File: src/rtl/cpv_pkg.sv
package cpv_pkg;

  // Verdict codes carried on the result channel.
  typedef enum logic [1:0] {
    VERDICT_OK       = 2'd0,
    VERDICT_BAD_CODE = 2'd1,
    VERDICT_BAD_UTF8 = 2'd2
  } verdict_t;

  // Position inside the payload, one-hot.
  typedef enum logic [2:0] {
    POS_CODE_HI = 3'b001,
    POS_CODE_LO = 3'b010,
    POS_TEXT    = 3'b100
  } pos_t;

  // Close code limits.
  localparam logic [15:0] CODE_MIN      = 16'd1000;
  localparam logic [15:0] CODE_RSV1_LO  = 16'd1004;
  localparam logic [15:0] CODE_RSV1_HI  = 16'd1006;
  localparam logic [15:0] CODE_RSV2_LO  = 16'd1012;
  localparam logic [15:0] CODE_RSV2_HI  = 16'd2999;

  // UTF-8 start and continuation byte classes.
  localparam logic [7:0] MASK_CONT  = 8'hC0;
  localparam logic [7:0] PAT_CONT   = 8'h80;
  localparam logic [7:0] MASK_LEAD2 = 8'hE0;
  localparam logic [7:0] PAT_LEAD2  = 8'hC0;
  localparam logic [7:0] MASK_LEAD3 = 8'hF0;
  localparam logic [7:0] PAT_LEAD3  = 8'hE0;
  localparam logic [7:0] MASK_LEAD4 = 8'hF8;
  localparam logic [7:0] PAT_LEAD4  = 8'hF0;
  localparam logic [7:0] MASK_ASCII = 8'h80;

  // Reason text decoder state.
  typedef struct packed {
    logic [1:0] pending;
    logic       failed;
  } utf8_st_t;

endpackage

File: src/rtl/cpv_if.sv
interface cpv_in_if;
  logic       valid;
  logic       ready;
  logic [7:0] payload_byte;
  logic       last_byte;
  logic       empty_payload;

  modport source (output valid, output payload_byte, output last_byte,
                  output empty_payload, input ready);
  modport sink   (input valid, input payload_byte, input last_byte,
                  input empty_payload, output ready);
endinterface

interface cpv_out_if;
  logic       valid;
  logic       ready;
  logic [1:0] verdict;

  modport source (output valid, output verdict, input ready);
  modport sink   (input valid, input verdict, output ready);
endinterface

File: src/rtl/cpv_code_check.sv
module cpv_code_check
  import cpv_pkg::*;
(
  input  logic [15:0] code,
  output logic        rejected
);

  // Reject codes below the minimum and the two reserved ranges.
  assign rejected = (code < CODE_MIN) ||
                    ((code >= CODE_RSV1_LO) && (code <= CODE_RSV1_HI)) ||
                    ((code >= CODE_RSV2_LO) && (code <= CODE_RSV2_HI));

endmodule

File: src/rtl/cpv_utf8_step.sv
module cpv_utf8_step
  import cpv_pkg::*;
(
  input  utf8_st_t   st,
  input  logic [7:0] data,
  output utf8_st_t   st_nxt
);

  always_comb begin
    st_nxt = st;
    if (!st.failed) begin
      if (st.pending != 2'd0) begin
        // A continuation byte is due.
        if ((data & MASK_CONT) != PAT_CONT) begin
          st_nxt.failed = 1'b1;
        end else begin
          st_nxt.pending = st.pending - 2'd1;
        end
      end else if ((data & MASK_ASCII) == 8'h00) begin
        st_nxt = st;
      end else if ((data & MASK_LEAD2) == PAT_LEAD2) begin
        st_nxt.pending = 2'd1;
      end else if ((data & MASK_LEAD3) == PAT_LEAD3) begin
        st_nxt.pending = 2'd2;
      end else if ((data & MASK_LEAD4) == PAT_LEAD4) begin
        st_nxt.pending = 2'd3;
      end else begin
        st_nxt.failed = 1'b1;
      end
    end
  end

endmodule

File: src/rtl/close_payload_validator.sv
// Close-frame payload validator. Payload bytes enter one request per cycle on
// in_ch while in_ch.ready is high, the final byte flagged by last_byte; a
// request with empty_payload set stands for a zero-length payload. Each
// payload yields exactly one verdict request on out_ch: ok, invalid close
// code, or invalid UTF-8 in the reason text. The first two bytes form a
// big-endian close code; the remaining bytes are checked against start-byte
// classes and 10xxxxxx continuation bytes, and a sequence left open at the end
// is invalid. A close-code error wins over a text error. The block sustains
// one input request per clock cycle unless the input side is held off. A
// request is captured in an input register when accepted; the per-byte state
// update and the verdict are worked out combinationally from that register,
// and the verdict is loaded into the output register when the request retires
// and is offered on out_ch from there. Input and output stay decoupled: a new
// byte is taken while a verdict waits, and only a payload-ending request in
// the input register facing a full, stalled output register holds off the
// input side.
module close_payload_validator
  import cpv_pkg::*;
(
  input logic       clk,
  input logic       rst_n,
  cpv_in_if.sink    in_ch,
  cpv_out_if.source out_ch
);

  // Input register.
  logic       s1_valid_r;
  logic [7:0] s1_byte_r;
  logic       s1_last_r;
  logic       s1_empty_r;

  // Per-payload state.
  pos_t       pos_r, pos_nxt;
  logic [7:0] code_hi_r, code_hi_nxt;
  logic       code_failed_r, code_failed_nxt;
  utf8_st_t   utf8_r, utf8_nxt;

  // Output register.
  logic       out_valid_r;
  verdict_t   verdict_r;

  logic       s1_has_res;
  logic       out_free;
  logic       s1_fire;
  logic       in_fire;
  logic       rejected;
  utf8_st_t   utf8_step;
  verdict_t   verdict_c;

  // A request that ends a payload needs a free output slot; any other request
  // only updates the state and may retire unconditionally.
  assign s1_has_res = s1_empty_r || s1_last_r;
  assign out_free   = !out_valid_r || out_ch.ready;
  assign s1_fire    = s1_valid_r && (!s1_has_res || out_free);
  assign in_ch.ready = !s1_valid_r || s1_fire;
  assign in_fire     = in_ch.valid && in_ch.ready;

  always_ff @(posedge clk) begin
    if (!rst_n) begin
      s1_valid_r <= 1'b0;
    end else if (in_ch.ready) begin
      s1_valid_r <= in_ch.valid;
    end
  end

  always_ff @(posedge clk) begin
    if (in_fire) begin
      s1_byte_r  <= in_ch.payload_byte;
      s1_last_r  <= in_ch.last_byte;
      s1_empty_r <= in_ch.empty_payload;
    end
  end

  cpv_code_check u_code_check (
    .code     ({code_hi_r, s1_byte_r}),
    .rejected (rejected)
  );

  cpv_utf8_step u_utf8_step (
    .st     (utf8_r),
    .data   (s1_byte_r),
    .st_nxt (utf8_step)
  );

  // State update and verdict for the request held in the input register.
  always_comb begin
    pos_nxt         = pos_r;
    code_hi_nxt     = code_hi_r;
    code_failed_nxt = code_failed_r;
    utf8_nxt        = utf8_r;
    verdict_c       = VERDICT_OK;

    if (s1_empty_r) begin
      verdict_c       = VERDICT_OK;
      pos_nxt         = POS_CODE_HI;
      code_failed_nxt = 1'b0;
      utf8_nxt        = '0;
    end else begin
      unique case (pos_r)
        POS_CODE_HI: begin
          code_hi_nxt = s1_byte_r;
          verdict_c   = VERDICT_BAD_CODE;
          pos_nxt     = s1_last_r ? POS_CODE_HI : POS_CODE_LO;
        end
        POS_CODE_LO: begin
          code_failed_nxt = rejected;
          verdict_c       = rejected ? VERDICT_BAD_CODE : VERDICT_OK;
          pos_nxt         = POS_TEXT;
        end
        POS_TEXT: begin
          utf8_nxt = utf8_step;
          if (code_failed_r) begin
            verdict_c = VERDICT_BAD_CODE;
          end else if (utf8_step.failed || (utf8_step.pending != 2'd0)) begin
            verdict_c = VERDICT_BAD_UTF8;
          end else begin
            verdict_c = VERDICT_OK;
          end
        end
        default: begin
          pos_nxt = POS_CODE_HI;
        end
      endcase

      // The final byte closes the payload and clears the state.
      if (s1_last_r) begin
        pos_nxt         = POS_CODE_HI;
        code_failed_nxt = 1'b0;
        utf8_nxt        = '0;
      end
    end
  end

  always_ff @(posedge clk) begin
    if (!rst_n) begin
      pos_r         <= POS_CODE_HI;
      code_failed_r <= 1'b0;
      utf8_r        <= '0;
    end else if (s1_fire) begin
      pos_r         <= pos_nxt;
      code_failed_r <= code_failed_nxt;
      utf8_r        <= utf8_nxt;
    end
  end

  always_ff @(posedge clk) begin
    if (s1_fire) begin
      code_hi_r <= code_hi_nxt;
    end
  end

  always_ff @(posedge clk) begin
    if (!rst_n) begin
      out_valid_r <= 1'b0;
    end else if (s1_fire && s1_has_res) begin
      out_valid_r <= 1'b1;
    end else if (out_ch.ready) begin
      out_valid_r <= 1'b0;
    end
  end

  always_ff @(posedge clk) begin
    if (s1_fire && s1_has_res) begin
      verdict_r <= verdict_c;
    end
  end

  assign out_ch.valid   = out_valid_r;
  assign out_ch.verdict = verdict_r;

  // The reserved verdict code never leaves the block.
  assert property (@(posedge clk) disable iff (!rst_n)
    out_ch.valid |-> (out_ch.verdict == VERDICT_OK ||
                      out_ch.verdict == VERDICT_BAD_CODE ||
                      out_ch.verdict == VERDICT_BAD_UTF8))
    else $error("verdict carries a reserved code");

  // At the start of a payload no text or code error may be left over.
  assert property (@(posedge clk) disable iff (!rst_n)
    (pos_r == POS_CODE_HI) |-> (utf8_r == '0 && !code_failed_r))
    else $error("stale payload state at payload start");

  // Continuation bytes are only outstanding inside the reason text.
  assert property (@(posedge clk) disable iff (!rst_n)
    (utf8_r.pending != 2'd0) |-> (pos_r == POS_TEXT))
    else $error("pending continuations outside the reason text");

  // A request that cannot retire stays in the input register.
  assert property (@(posedge clk) disable iff (!rst_n)
    (s1_valid_r && !s1_fire) |=> s1_valid_r)
    else $error("input register dropped a stalled request");

endmodule
File: src/flat_wrapper.sv
// flat-port wrapper written by rule: the top's interface ports become plain ports
module close_payload_validator_flat import cpv_pkg::*;
  (clk, rst_n, in_ch_valid, in_ch_payload_byte, in_ch_last_byte, in_ch_empty_payload, in_ch_ready, out_ch_valid, out_ch_verdict, out_ch_ready);
  cpv_in_if in_ch_i ();
  cpv_out_if out_ch_i ();
  input logic clk;
  input logic rst_n;
  input wire logic [$bits(in_ch_i.valid)-1:0] in_ch_valid;
  input wire logic [$bits(in_ch_i.payload_byte)-1:0] in_ch_payload_byte;
  input wire logic [$bits(in_ch_i.last_byte)-1:0] in_ch_last_byte;
  input wire logic [$bits(in_ch_i.empty_payload)-1:0] in_ch_empty_payload;
  output wire logic [$bits(in_ch_i.ready)-1:0] in_ch_ready;
  output wire logic [$bits(out_ch_i.valid)-1:0] out_ch_valid;
  output wire logic [$bits(out_ch_i.verdict)-1:0] out_ch_verdict;
  input wire logic [$bits(out_ch_i.ready)-1:0] out_ch_ready;
  assign in_ch_i.valid = in_ch_valid;
  assign in_ch_i.payload_byte = in_ch_payload_byte;
  assign in_ch_i.last_byte = in_ch_last_byte;
  assign in_ch_i.empty_payload = in_ch_empty_payload;
  assign in_ch_ready = in_ch_i.ready;
  assign out_ch_valid = out_ch_i.valid;
  assign out_ch_verdict = out_ch_i.verdict;
  assign out_ch_i.ready = out_ch_ready;
  close_payload_validator u_core (.clk(clk), .rst_n(rst_n), .in_ch(in_ch_i), .out_ch(out_ch_i));
endmodule
File: config.mk
export PLATFORM = sky130hd
export DESIGN_NAME = close_payload_validator_flat
export DESIGN_NICKNAME = d
export VERILOG_FILES = /design/src/rtl/cpv_pkg.sv /design/src/rtl/cpv_if.sv /design/src/rtl/cpv_code_check.sv /design/src/rtl/cpv_utf8_step.sv /design/src/rtl/close_payload_validator.sv /design/src/flat_wrapper.sv
export SDC_FILE = /design/constraint.sdc
export NUM_CORES = 1
export LEC_CHECK = 0
export BUFFER_PORTS_ARGS = -buffer_cell sky130_fd_sc_hd__buf_4
export CAP_MARGIN = 30
export CORE_ASPECT_RATIO = 0.6
export CORE_UTILIZATION = 45
export DETAILED_ROUTE_END_ITERATION = 8
export PLACE_DENSITY = 0.75
export SLEW_MARGIN = 20
export SYNTH_ARGS = -nofsm -noshare
export SYNTH_HDL_FRONTEND = slang
export SYNTH_SLANG_ARGS = --single-unit
File: constraint.sdc
create_clock -name clk -period 3.2 [get_ports clk]
set_input_delay 0 -clock clk [delete_from_list [all_inputs] [get_ports clk]]
set_output_delay 0 -clock clk [all_outputs]
set_load 0.02 [all_outputs]
### After elaboration in Yosys (flattened, before gate mapping)

Index checks and enable logic that the tools add are counted.

* eq/ne operators: 8
* reductions and logical operators: 25
* order comparisons: 5
* add/subtract/negate cells: 1
* bitwise logic cells: 1
* mux-type cells: 26

Operators by type and width (number)
* $ge A16 B10 Y1 const B: 2
* $mux W3: 8
* $le A16 B10 Y1 const B: 1
* $le A16 B12 Y1 const B: 1
* $lt A16 B10 Y1 const B: 1
* $mux W2: 6
* $mux W1: 10
* $pmux W3 S3: 1
* $logic_not A8 Y1: 1
* $logic_or A1 B1 Y1: 7
* $eq A3 B3 Y1 const B: 2
* $pmux W2 S3: 1
* $reduce_and A2 Y1: 3
* $reduce_bool A2 Y1: 3
* $reduce_bool A3 Y1: 2
* $eq A5 B5 Y1 const B: 1
* $logic_and A1 B1 Y1: 5
* $eq A4 B4 Y1 const B: 1
* $eq A3 B1 Y1 const B: 1
* $eq A3 B2 Y1 const B: 1
* $logic_not A1 Y1: 3
* $ne A3 B1 Y1 const B: 1
* $reduce_and A3 Y1: 1
* $ne A2 B2 Y1 const B: 1
* 2 further kinds: 2

* logic and storage cells: 77
* flip-flop bits (word level): 29
* bits of input ports: 14
* output and inout port bits: 4

### Logic depth before layout (Yosys ltp)

Gate-level depths: netlist of run 1.

* depth in word-level cells: 12
* depth in mapped cells: 7

### Modules after synthesis

A second synthesis of run 1 with hierarchy kept.

* cell total of the unflattened synthesis: 115
* area total of the unflattened synthesis: 1345.0 um^2

Modules (own cells, without submodules)
* close_payload_validator: area each 1083.5 um^2, sequential area each 780.7 um^2, cells an instance 80, times used 1
* cpv_utf8_step: area each 160.2 um^2, sequential area each 0.0 um^2, cells an instance 22, times used 1
* cpv_code_check: area each 101.3 um^2, sequential area each 0.0 um^2, cells an instance 13, times used 1

### Worst setup path before layout of run 1

Ideal clock, no wire load.

* kind: register to register
* start: register u_core.s1_empty_r
* end: register u_core.code_hi_r[0] (enable)
* cell stages (with the launch flop): 5
* arrival: 1.897 ns
* data required time: 2.805 ns
* clock period less this slack: 2.291 ns
* slack: 0.909 ns
* cell sequence: edfxtp_1 -> or2_1 -> buf_2 -> a21bo_2 -> nor4_1

* word-level cells in the longest chain between the ends: 5

RTL lines
* start: declaration: line close_payload_validator.sv:30 `logic s1_empty_r;`
* start signal: assignment: line close_payload_validator.sv:70 `s1_empty_r <= in_ch.empty_payload;`
* $logic_or A1 B1 Y1: line close_payload_validator.sv:52 `assign s1_has_res = s1_empty_r || s1_last_r;`
* $logic_not A1 Y1: line close_payload_validator.sv:54 `assign s1_fire = s1_valid_r && (!s1_has_res || out_free);`
* $logic_or A1 B1 Y1: line close_payload_validator.sv:54
* $logic_and A1 B1 Y1: line close_payload_validator.sv:54
* $reduce_and A3 Y1 (no line) *
* end signal: assignment: line close_payload_validator.sv:148 `code_hi_r <= code_hi_nxt;`
* end: declaration: line close_payload_validator.sv:34 `logic [7:0] code_hi_r, code_hi_nxt;`

Every way passes the cells marked *; elsewhere a longest branch is shown, timed or not.
A chain may end at the register's enable or synchronous reset.

### Worst setup path in the final report of run 1

* start: register u_core.utf8_r[1] (netlist bit)
* end: register u_core.verdict_r[1] (netlist: u_core.out_ch.verdict[1]) (data pin)

* word-level cells in the longest chain between the ends: 11

RTL lines
* start: declaration: line close_payload_validator.sv:36 `utf8_st_t utf8_r, utf8_nxt;`
* start signal: assignment: line close_payload_validator.sv:142 `utf8_r <= utf8_nxt;`
* $mux W2: line cpv_utf8_step.sv:25 `end else if ((data & MASK_LEAD4) == PAT_LEAD4) begin`
* $mux W2: line cpv_utf8_step.sv:23 `end else if ((data & MASK_LEAD3) == PAT_LEAD3) begin`
* $mux W2: line cpv_utf8_step.sv:21 `end else if ((data & MASK_LEAD2) == PAT_LEAD2) begin`
* $mux W3: line cpv_utf8_step.sv:19 `end else if ((data & MASK_ASCII) == 8'h00) begin`
* $mux W3: line cpv_utf8_step.sv:12 `if (st.pending != 2'd0) begin`
* $mux W3 *: line cpv_utf8_step.sv:11 `if (!st.failed) begin`
* $reduce_bool A2 Y1: line close_payload_validator.sv:114 `end else if (utf8_step.failed || (utf8_step.pending != 2'd0)) begin`
* $logic_or A1 B1 Y1 *: line close_payload_validator.sv:114
* $mux W2 *: line close_payload_validator.sv:114
* $mux W2 *: line close_payload_validator.sv:112 `if (code_failed_r) begin`
* $pmux W2 S3 *: line close_payload_validator.sv:99 `unique case (pos_r)`
* end signal: assignment: line close_payload_validator.sv:164 `verdict_r <= verdict_c;`
* end: declaration: line close_payload_validator.sv:40 `verdict_t verdict_r;`

Marked as above.

==> metrics.yaml, run 1 <==
hold_path:
  hold_path_class: "input pin to flop"
setup_path:
  worstSetupStartpoint: "u_core.utf8_r[1]"
  rr_worst_depth: 7
  crit_path_end_kind: "flop"
  critPathLaunchType: "flop"
  cp.required_ps: 3280
  endpoint: "u_core.out_ch.verdict[1]"
  r2r-start: "u_core.utf8_r[1]"
  critPathKind: "flop to flop"
  r2r_end: "u_core.out_ch.verdict[1]"
  arrival_ps: 2080
  r2r_slack_ps: 1200
  critPathMaxFanout: 5
floorplanning:
  coreArea_sq_um: 2610
  die_area_sq_um: 3098
  die_h_um: 43.52
  rows: 14
  ios: 18
  start_util_pct: 49.52
  die-width_um: 71.19
placement:
  pre_cts_ws_ps: 1198
  portBuffers: 17
  gp_congestion: 0.8765
  detailed_place_hpwl_um: 1837
clocking:
  cts-buffers-inserted: 5
  post_cts_resized: 0
  cts_tree: "yes"
  cts_sinks: 29
  clock_latency_ps: 280
  clock_path_buffers: 2
  cts.reportedPaths.clkPinSlew_ps: 60
  post_cts_buffers: 0
  htreeDepth: 2
  root_buffer: "clkbuf_8"
synthesis:
  synth_fp_nets: 132
  ys_seq_elements: 29
  seq_area_frac_synth_pct: 60.41
  synth_area_leaders: "edfxtp_1 46%, dfxtp_1 14%, nand2_1 4.4%"
  yosysWarnings: 0
  ys_types: 38
  synth_edf_count: 20
  yosysTopAreaCellShare_pct: 46.47
  synth.avg_cell_area_sq_um: 11.05
  synth_async_sr_flop_share_pct: 0
  syn-cell-area_sq_um: 1292
  synthFlopType: "edfxtp_1"
  syn_inst: 117
  synthTopCellsByCount: "20 x edfxtp_1, 15 x nand2_1, 9 x dfxtp_1"
  yosysMostFrequentCell: "edfxtp_1"
  synth_area_leader_cell: "edfxtp_1"
global_route:
  track_usage_pct: 20.28
  grt-ovfl-total: 0
  antenna_found_initial: 0
  grt_pass1_vias: 949
  grt_max_degree: 12
  grt_pass1_wl_um: 4450
sta:
  post-route-period-util_pct: 62.41
  tightest_slew_ps: 418.3
  setup_slack_ps: 1203
  slew_headroom_pct: 71.98
  hold_viol_final: 0
  finalSetupViolCount: 0
  setup-tns-final_ps: 0
  drv_slew: 0
  fin_crit_ps: 1997
  skew_ps: 11.88
  fmax_ghz: 0.5007
  grt_setup_unrepaired: "no"
final_layout:
  drive_above_1_share_pct: 19.61
  syn2layout_area_growth_pct: 30.11
  finalNetCount: 167
  antenna_cells: 0
drt:
  avgViaCountPerCell: 5.714
  wl_per_cell_um: 14.83
  drc: 0
  dr.pass1.iters: 4
  wl_um: 2744
  vias: 1057
  drt.antenna.violating_nets: 0
  drtIter0Drc: 76
job:
  maxCapViolations: 0
status:
  outcome: "completed"
power_and_ir_drop:
  p_per_area_nw_per_um2: 511.8
  leakagePower_nw: 0.6236
  ir_worst_vdd_uv: 370.6
stage by stage:
stage	power (mW)	utilization (%)	instance area, sq um	hold slack [ps]	cells
after floorplan	0.4648	-	1292	98.87	117
after global placement	0.4881	55.90	1459	178.4	165
after detailed placement	0.4903	55.90	1459	179.5	165
after CTS	0.8642	64.24	1677	14.06	184
after global routing	0.8902	64.43	1682	42.72	185
final	0.8607	64.43	1682	28.20	185
sequential cells by signal (all words and copies together) (netlist names):
| signal | flops |
|---|---|
| u_core.out_ch.valid | 1 |
| u_core.code_failed_r | 1 |
| u_core.s1_empty_r | 1 |
| u_core.s1_valid_r | 1 |
| u_core.utf8_r | 3 |
| u_core.out_ch.verdict | 2 |
| u_core.s1_byte_r | 8 |
| u_core.pos_r | 3 |
| u_core.s1_last_r | 1 |
| u_core.code_hi_r | 8 |
where the power goes:
part           leakage (nW)  switching (mW)  internal [mW]
registers             0.263          0.0131          0.417
logic                 0.305          0.0300         0.0355
clock network        0.0552           0.135          0.231
cells in the final DEF, fill, tap and decap left out, types with 2 or more instances in the layout:
cell type | synthesis | final
clkbuf_8 | 0 | 5
nor4_1 | 2 | 2
buf_4 | 0 | 18
nor2b_1 | 4 | 4
dfxtp_1 | 9 | 9
a21oi_1 | 7 | 7
and2_1 | 2 | 2
nand2_1 | 15 | 15
nor3_1 | 3 | 3
o21a_1 | 3 | 3
a31oi_1 | 2 | 2
nand2b_1 | 2 | 2
inv_1 | 4 | 4
a21o_1 | 2 | 2
o21ai_0 | 4 | 4
o21ai_1 | 4 | 4
nor2_1 | 7 | 7
edfxtp_1 | 20 | 20
nand3_1 | 6 | 6
dlygate4sd3_1 | 0 | 11
cell type report:
| class | count | area (sq um) |
|---|---|---|
| multi-input cells | 82 | 488.0 |
| well taps | 32 | 40.04 |
| clock buffers | 6 | 72.57 |
| repair buffers | 30 | 250.2 |
| inverters | 4 | 15.01 |
| fillers | 172 | 928.4 |
| clock inverters | 2 | 35.03 |
| flip-flops and latches | 29 | 780.7 |
per-layer routing:
| metal | wire, um | global-route usage (%) |
|---|---|---|
| met5 | 0 | 0 |
| met3 | 212 | 8.140 |
| met4 | 42 | 10.00 |
| met1 | 1209 | 26.36 |
| met2 | 1279 | 29.90 |
worst min path at each step:
stage                          start                   to  slack [ps]  cells after the start
4_1_cts                  in_ch_valid    u_core.s1_valid_r          10                      3
3_3_place_gp   in_ch_payload_byte[4]  u_core.s1_byte_r[4]         180                      1
5_1_grt                  in_ch_valid    u_core.s1_valid_r          40                      3
6_report                 in_ch_valid    u_core.s1_valid_r          30                      3
2_1_floorplan  in_ch_payload_byte[0]  u_core.s1_byte_r[0]         100                      0
3_5_place_dp   in_ch_payload_byte[4]  u_core.s1_byte_r[4]         180                      1
critical path, stage by stage, from the launching register on:
cell	delay, ps
dfxtp_1	420
inv_1	80
ha_1	260
or2_4	280
o22ai_2	140
and3b_1	200
nor3_1	70
a2111oi_2	340
cell families after synthesis:
family                   Yosys count  share of synthesized area [%]
AO/OA/AOI/OAI                     32                          16.94
AND/OR/NAND/NOR                   49                          19.85
buffers and inverters              6                          1.838
flip-flops                        29                          60.41
adder cells (fa/ha/maj)            1                         0.9679
repair_timing:
item                                    4_1_cts  5_1_grt
hold endpoints to repair                     11        0
hold buffers                                 11        0
endpoints found under the setup margin        0        0
Power figures use the tool's default switching activity.
==> run 2: changes to the inputs <==
--- a/config.mk
+++ b/config.mk
@@ -10,7 +10,7 @@
 export CORE_ASPECT_RATIO = 0.6
 export CORE_UTILIZATION = 45
 export DETAILED_ROUTE_END_ITERATION = 8
-export PLACE_DENSITY = 0.75
+export PLACE_DENSITY = 0.78
 export SLEW_MARGIN = 20
 export SYNTH_ARGS = -nofsm -noshare
 export SYNTH_HDL_FRONTEND = slang
==> constraint.sdc (replaced) <==
create_clock -name clk -period 1.72 [get_ports clk]
set_input_delay 0 -clock clk [delete_from_list [all_inputs] [get_ports clk]]
set_output_delay 0 -clock clk [all_outputs]
set_load 0.02 [all_outputs]
==> metrics.yaml, run 2 (synthesis results as in run 1) <==
status:
  outcome: "finished with violations"
  violations: "setup timing"
final_layout:
  top_regs: "u_core.code_hi_r x8, u_core.s1_byte_r x8"
  drive_above_1_share_pct: 29.19
  syn2layout_area_growth_pct: 40.66
  mostFrequentLayoutCell: "buf_4"
  antenna_cells: 0
  most-common-layout-cells: "27 x buf_4, 20 x edfxtp_1, 15 x nand2_1, 11 x dlygate4sd3_1"
  finalNetCount: 175
  fin_util_pct: 69.65
  fill_cells: 173
drt:
  wl_per_cell_um: 16.34
  m1WireLength_um: 1319
  route.met3.wl_um: 242
  drtIter0Drc: 66
  wl_um: 3154
  vias: 1073
  wl_met2_um: 1542
  avgViaCountPerCell: 5.560
  maxUsedRoutingLayer: "met4"
  drt.antenna.violating_nets: 0
  drc: 0
  dr.pass1.iters: 4
clocking:
  cts.reportedPaths.clkPinSlew_ps: 70
  clock_latency_ps: 290
  cts_sinks: 29
  htreeDepth: 2
  cts_tree: "yes"
  root_buffer: "clkbuf_8"
  cts-buffers-inserted: 5
  clock_path_buffers: 2
power_and_ir_drop:
  ir_worst_vdd_uv: 652.5
  p_per_area_nw_per_um2: 898.5
  total_power_mw: 1.633
  leakagePower_nw: 0.6690
setup_path:
  crit_path_end_kind: "flop"
  cpLargestDelayFamily: "simple AND/OR/NAND/NOR gates"
  rr_worst_depth: 7
  critPathKind: "flop to flop"
  critPathBufInv: 1
  slowest_stage: "a2111oi_4"
  critPathMaxFanout: 4
  cp.required_ps: 1800
  crit_path_max_incr_delay_ps: 380
  path_cells: "inv_2 > ha_4 > or2_4 > o22ai_2 > and3b_1 > nor3_2 > a2111oi_4"
  r2r-start: "u_core.utf8_r[1]"
  arrival_ps: 1880
  r2r_end: "u_core.out_ch.verdict[1]"
  r2r_slack_ps: -80
  critPathLaunchType: "flop"
sta:
  skew_ps: 8.754
  tightest_slew_ps: 386.1
  drv_slew: 0
  slew_headroom_pct: 74.17
  finalSetupViolCount: 1
  fmax_ghz: 0.5556
  grt_setup_unrepaired: "yes"
  hold_viol_final: 0
  fin_crit_ps: 1800
  post-route-period-util_pct: 104.6
  setup_slack_ps: -79.97
floorplanning:
  ios: 18
  start_util_pct: 49.52
  coreArea_sq_um: 2610
  rows: 14
  die_area_sq_um: 3098
  die_h_um: 43.52
  die-width_um: 71.19
global_route:
  antenna_found_initial: 0
  grt_pass1_wl_um: 5195
  grt_pass1_vias: 1031
  grt_max_degree: 12
  grt-ovfl-total: 0
  track_usage_pct: 23.61
placement:
  portBuffers: 17
  detailed_place_hpwl_um: 1943
  gp_congestion: 0.8799
hold_path:
  hold_path_class: "input pin to flop"
  holdPathEnd: "u_core.s1_valid_r"
  holdPathStages: 3
  hp-start: "in_ch_valid"
job:
  maxCapViolations: 0
==> run 2: worst max path at each step <==
| stage | end | cells after the start | slack, ps | startpoint |
|---|---|---|---|---|
| 6_report | u_core.out_ch.verdict[1] | 7 | -80 | u_core.utf8_r[1] |
| 5_1_grt | u_core.out_ch.verdict[1] | 7 | -150 | u_core.utf8_r[1] |
| 4_1_cts | u_core.out_ch.verdict[1] | 7 | -50 | u_core.utf8_r[1] |
| 3_5_place_dp | u_core.out_ch.verdict[1] | 7 | -70 | u_core.utf8_r[2] |
| 3_3_place_gp | u_core.out_ch.verdict[1] | 7 | 50 | u_core.utf8_r[2] |
| 2_1_floorplan | u_core.code_hi_r[0] | 4 | -30 | u_core.s1_empty_r |
==> run 2: layer usage <==
metal / vias to the layer above / global-route usage, %
met4: 0 / 9.600
met3: 8 / 8.837
li1: 522 / -
met1: 497 / 28.66
met5: - / 0
met2: 46 / 38.86
==> run 2: through the flow <==
stage | area (sq um) | std cells | TNS (ps) | setup WS [ps] | hold WS (ps)
after floorplan | 1330 | 117 | -249.8 | -31.23 | 98.87
after global placement | 1535 | 171 | 0 | 45.93 | 177.9
after detailed placement | 1535 | 171 | -72.42 | -72.42 | 179.3
after CTS | 1818 | 193 | -53.33 | -53.33 | 22.91
after global routing | 1818 | 193 | -214.5 | -151.3 | 78.40
final | 1818 | 193 | -79.97 | -79.97 | 51.26
==> run 2: layout make-up <==
type | instances | area, sq um | area share, %
clock inverter | 2 | 33.78 | 1.858
sequential | 29 | 783.3 | 43.08
inverter | 4 | 15.01 | 0.8259
timing repair buffer | 38 | 312.8 | 17.21
multi-input combinational | 82 | 560.5 | 30.83
tap | 32 | 40.04 | 2.202
clock buffer | 6 | 72.57 | 3.992
==> run 2: report_power, final <==
| part | total [mW] | internal [mW] | switching (mW) | leakage (nW) |
|---|---|---|---|---|
| logic | 0.145 | 0.0763 | 0.0690 | 0.352 |
| registers | 0.797 | 0.775 | 0.0221 | 0.264 |
| clock network | 0.691 | 0.427 | 0.264 | 0.0528 |
| total | 1.63 | 1.28 | 0.355 | 0.669 |
==> run 2: what timing repair did <==
action | in CTS | in global routing
buffers inserted | 3 | 0
hold buffers | 11 | 0
endpoints found under the hold margin | 11 | 0
gates resized for setup | 9 | 0
pin swaps | 5 | 3
endpoints found under the setup margin | 1 | 2
==> run 2: worst min-delay path, cell delays in order <==
cell	delay [ps]
buf_4	110
inv_1	70
a21boi_0	100
==> run 3: changes to the inputs <==
--- a/config.mk
+++ b/config.mk
@@ -8,6 +8,7 @@
 export BUFFER_PORTS_ARGS = -buffer_cell sky130_fd_sc_hd__buf_4
 export CAP_MARGIN = 30
 export CORE_ASPECT_RATIO = 0.6
+export CORE_MARGIN = 5
 export CORE_UTILIZATION = 45
 export DETAILED_ROUTE_END_ITERATION = 8
 export PLACE_DENSITY = 0.78
==> metrics.yaml, run 3 (synthesis results as in run 1) <==
global_route:
  grt_pass1_vias: 1026
  grt-ovfl-total: 0
  track_usage_pct: 14.71
  antenna_found_initial: 0
  grt_max_degree: 12
  grt_pass1_wl_um: 4381
clocking:
  clock_latency_ps: 280
  root_buffer: "clkbuf_8"
  htreeDepth: 2
  cts-buffers-inserted: 5
  clock_path_buffers: 2
  cts_tree: "yes"
  cts.reportedPaths.clkPinSlew_ps: 60
  cts_sinks: 29
drt:
  avgViaCountPerCell: 5.409
  drtIter0Drc: 110
  vias: 1044
  drt.antenna.violating_nets: 0
  dr.pass1.iters: 4
  wl_per_cell_um: 13.27
  drc: 0
  wl_um: 2562
placement:
  dp_cells: 173
  gp_congestion: 0.9048
  detailed_place_hpwl_um: 1790
  pre_cts_ws_ps: -30.53
  portBuffers: 17
status:
  outcome: "completed"
setup_path:
  cp.required_ps: 1740
  path_cells: "inv_1 > ha_2 > or2_4 > a311o_1 > nor3_1 > a2111oi_2"
  critPathMaxFanout: 5
  critPathLaunchType: "flop"
  slowest_stage: "a311o_1"
  crit_path_max_incr_delay_ps: 340
  critPathKind: "flop to flop"
  arrival_ps: 1710
  crit_path_end_kind: "flop"
job:
  maxCapViolations: 0
final_layout:
  final_cells: 193
  finalNetCount: 173
  syn2layout_area_growth_pct: 35.72
  fin_util_pct: 62.31
  antenna_cells: 0
  top_regs: "u_core.code_hi_r x8, u_core.s1_byte_r x8"
  most-common-layout-cells: "25 x buf_4, 20 x edfxtp_1, 15 x nand2_1, 11 x dlygate4sd3_1"
  drive_above_1_share_pct: 25.79
  mostFrequentLayoutCell: "buf_4"
sta:
  hold_viol_final: 0
  fin_crit_ps: 1697
  finalSetupViolCount: 0
  fmax_ghz: 0.5893
  setup_slack_ps: 23.06
  drv_slew: 0
  skew_ps: 4.418
  slew_headroom_pct: 75.67
  tightest_slew_ps: 359.3
  grt_setup_unrepaired: "yes"
  post-route-period-util_pct: 98.66
  setup-tns-final_ps: 0
floorplanning:
  coreArea_sq_um: 2815
  start_util_pct: 45.91
  die_area_sq_um: 4079
  rows: 15
  die_h_um: 51.52
  die-width_um: 79.19
  ios: 18
power_and_ir_drop:
  leakagePower_nw: 0.6485
  total_power_mw: 1.493
  ir_worst_vdd_uv: 717.7
  p_per_area_nw_per_um2: 851.0
hold_path:
  hold_path_class: "input pin to flop"
[run 3: layout make-up]
class | count | area [sq um]
fillers | 208 | 1061
well taps | 34 | 42.54
multi-input cells | 82 | 525.5
clock buffers | 8 | 90.09
repair buffers | 36 | 297.8
flip-flops and latches | 29 | 783.3
inverters | 4 | 15.01
[run 3: final timing paths]
check / start / to / slack [ps] / depth (start not counted)
worst max-delay path: u_core.utf8_r[1] / u_core.out_ch.verdict[1] / 20 / 6
worst min-delay path: in_ch_valid / u_core.s1_valid_r / 50 / 3
worst max register to register: u_core.utf8_r[1] / u_core.out_ch.verdict[1] / 20 / 6
worst min register to register: u_core.s1_byte_r[0] / u_core.code_hi_r[0] / 450 / 0
[run 3: routing by layer]
layer | vias up | global-route usage (%) | wire length, um
met5 | - | 0 | 0
met4 | 0 | 7.714 | 57
met3 | 8 | 6.920 | 242
met2 | 43 | 23.04 | 1162
met1 | 475 | 16.92 | 1099
li1 | 518 | - | -
[run 3: where the power goes]
part           internal (mW)  switching (mW)  total, mW  leakage [nW]
sequential             0.776          0.0195      0.795         0.264
clock                  0.325           0.238      0.564        0.0455
combinational         0.0740          0.0600      0.134         0.339
total                   1.17           0.318       1.49         0.648
[run 3: repair_timing]
| item | in CTS | in global routing |
|---|---|---|
| gates cloned | 0 | 0 |
| hold endpoints to repair | 11 | 0 |
| setup buffers | 1 | 0 |
| setup endpoints to repair | 1 | 1 |
| resized for setup | 1 | 2 |
| hold buffers | 11 | 0 |
| pin swaps | 2 | 0 |
[run 3: worst max-delay path, delay by kind of cell, from the launching register on]
| family | cells | cell delay (ps) |
|---|---|---|
| AND/OR/NAND/NOR | 2 | 460 |
| adder cells (fa/ha/maj) | 1 | 180 |
| flip-flops | 1 | 320 |
| buffers and inverters | 1 | 40 |
| AO/OA/AOI/OAI | 2 | 440 |
[run 3: through the flow]
stage | cell area, sq um | hold slack, ps
after global placement | 1538 | 178.3
after CTS | 1747 | 23.91
after floorplan | 1330 | 98.87
after detailed placement | 1538 | 179.5
final | 1754 | 46.22
after global routing | 1754 | 42.78
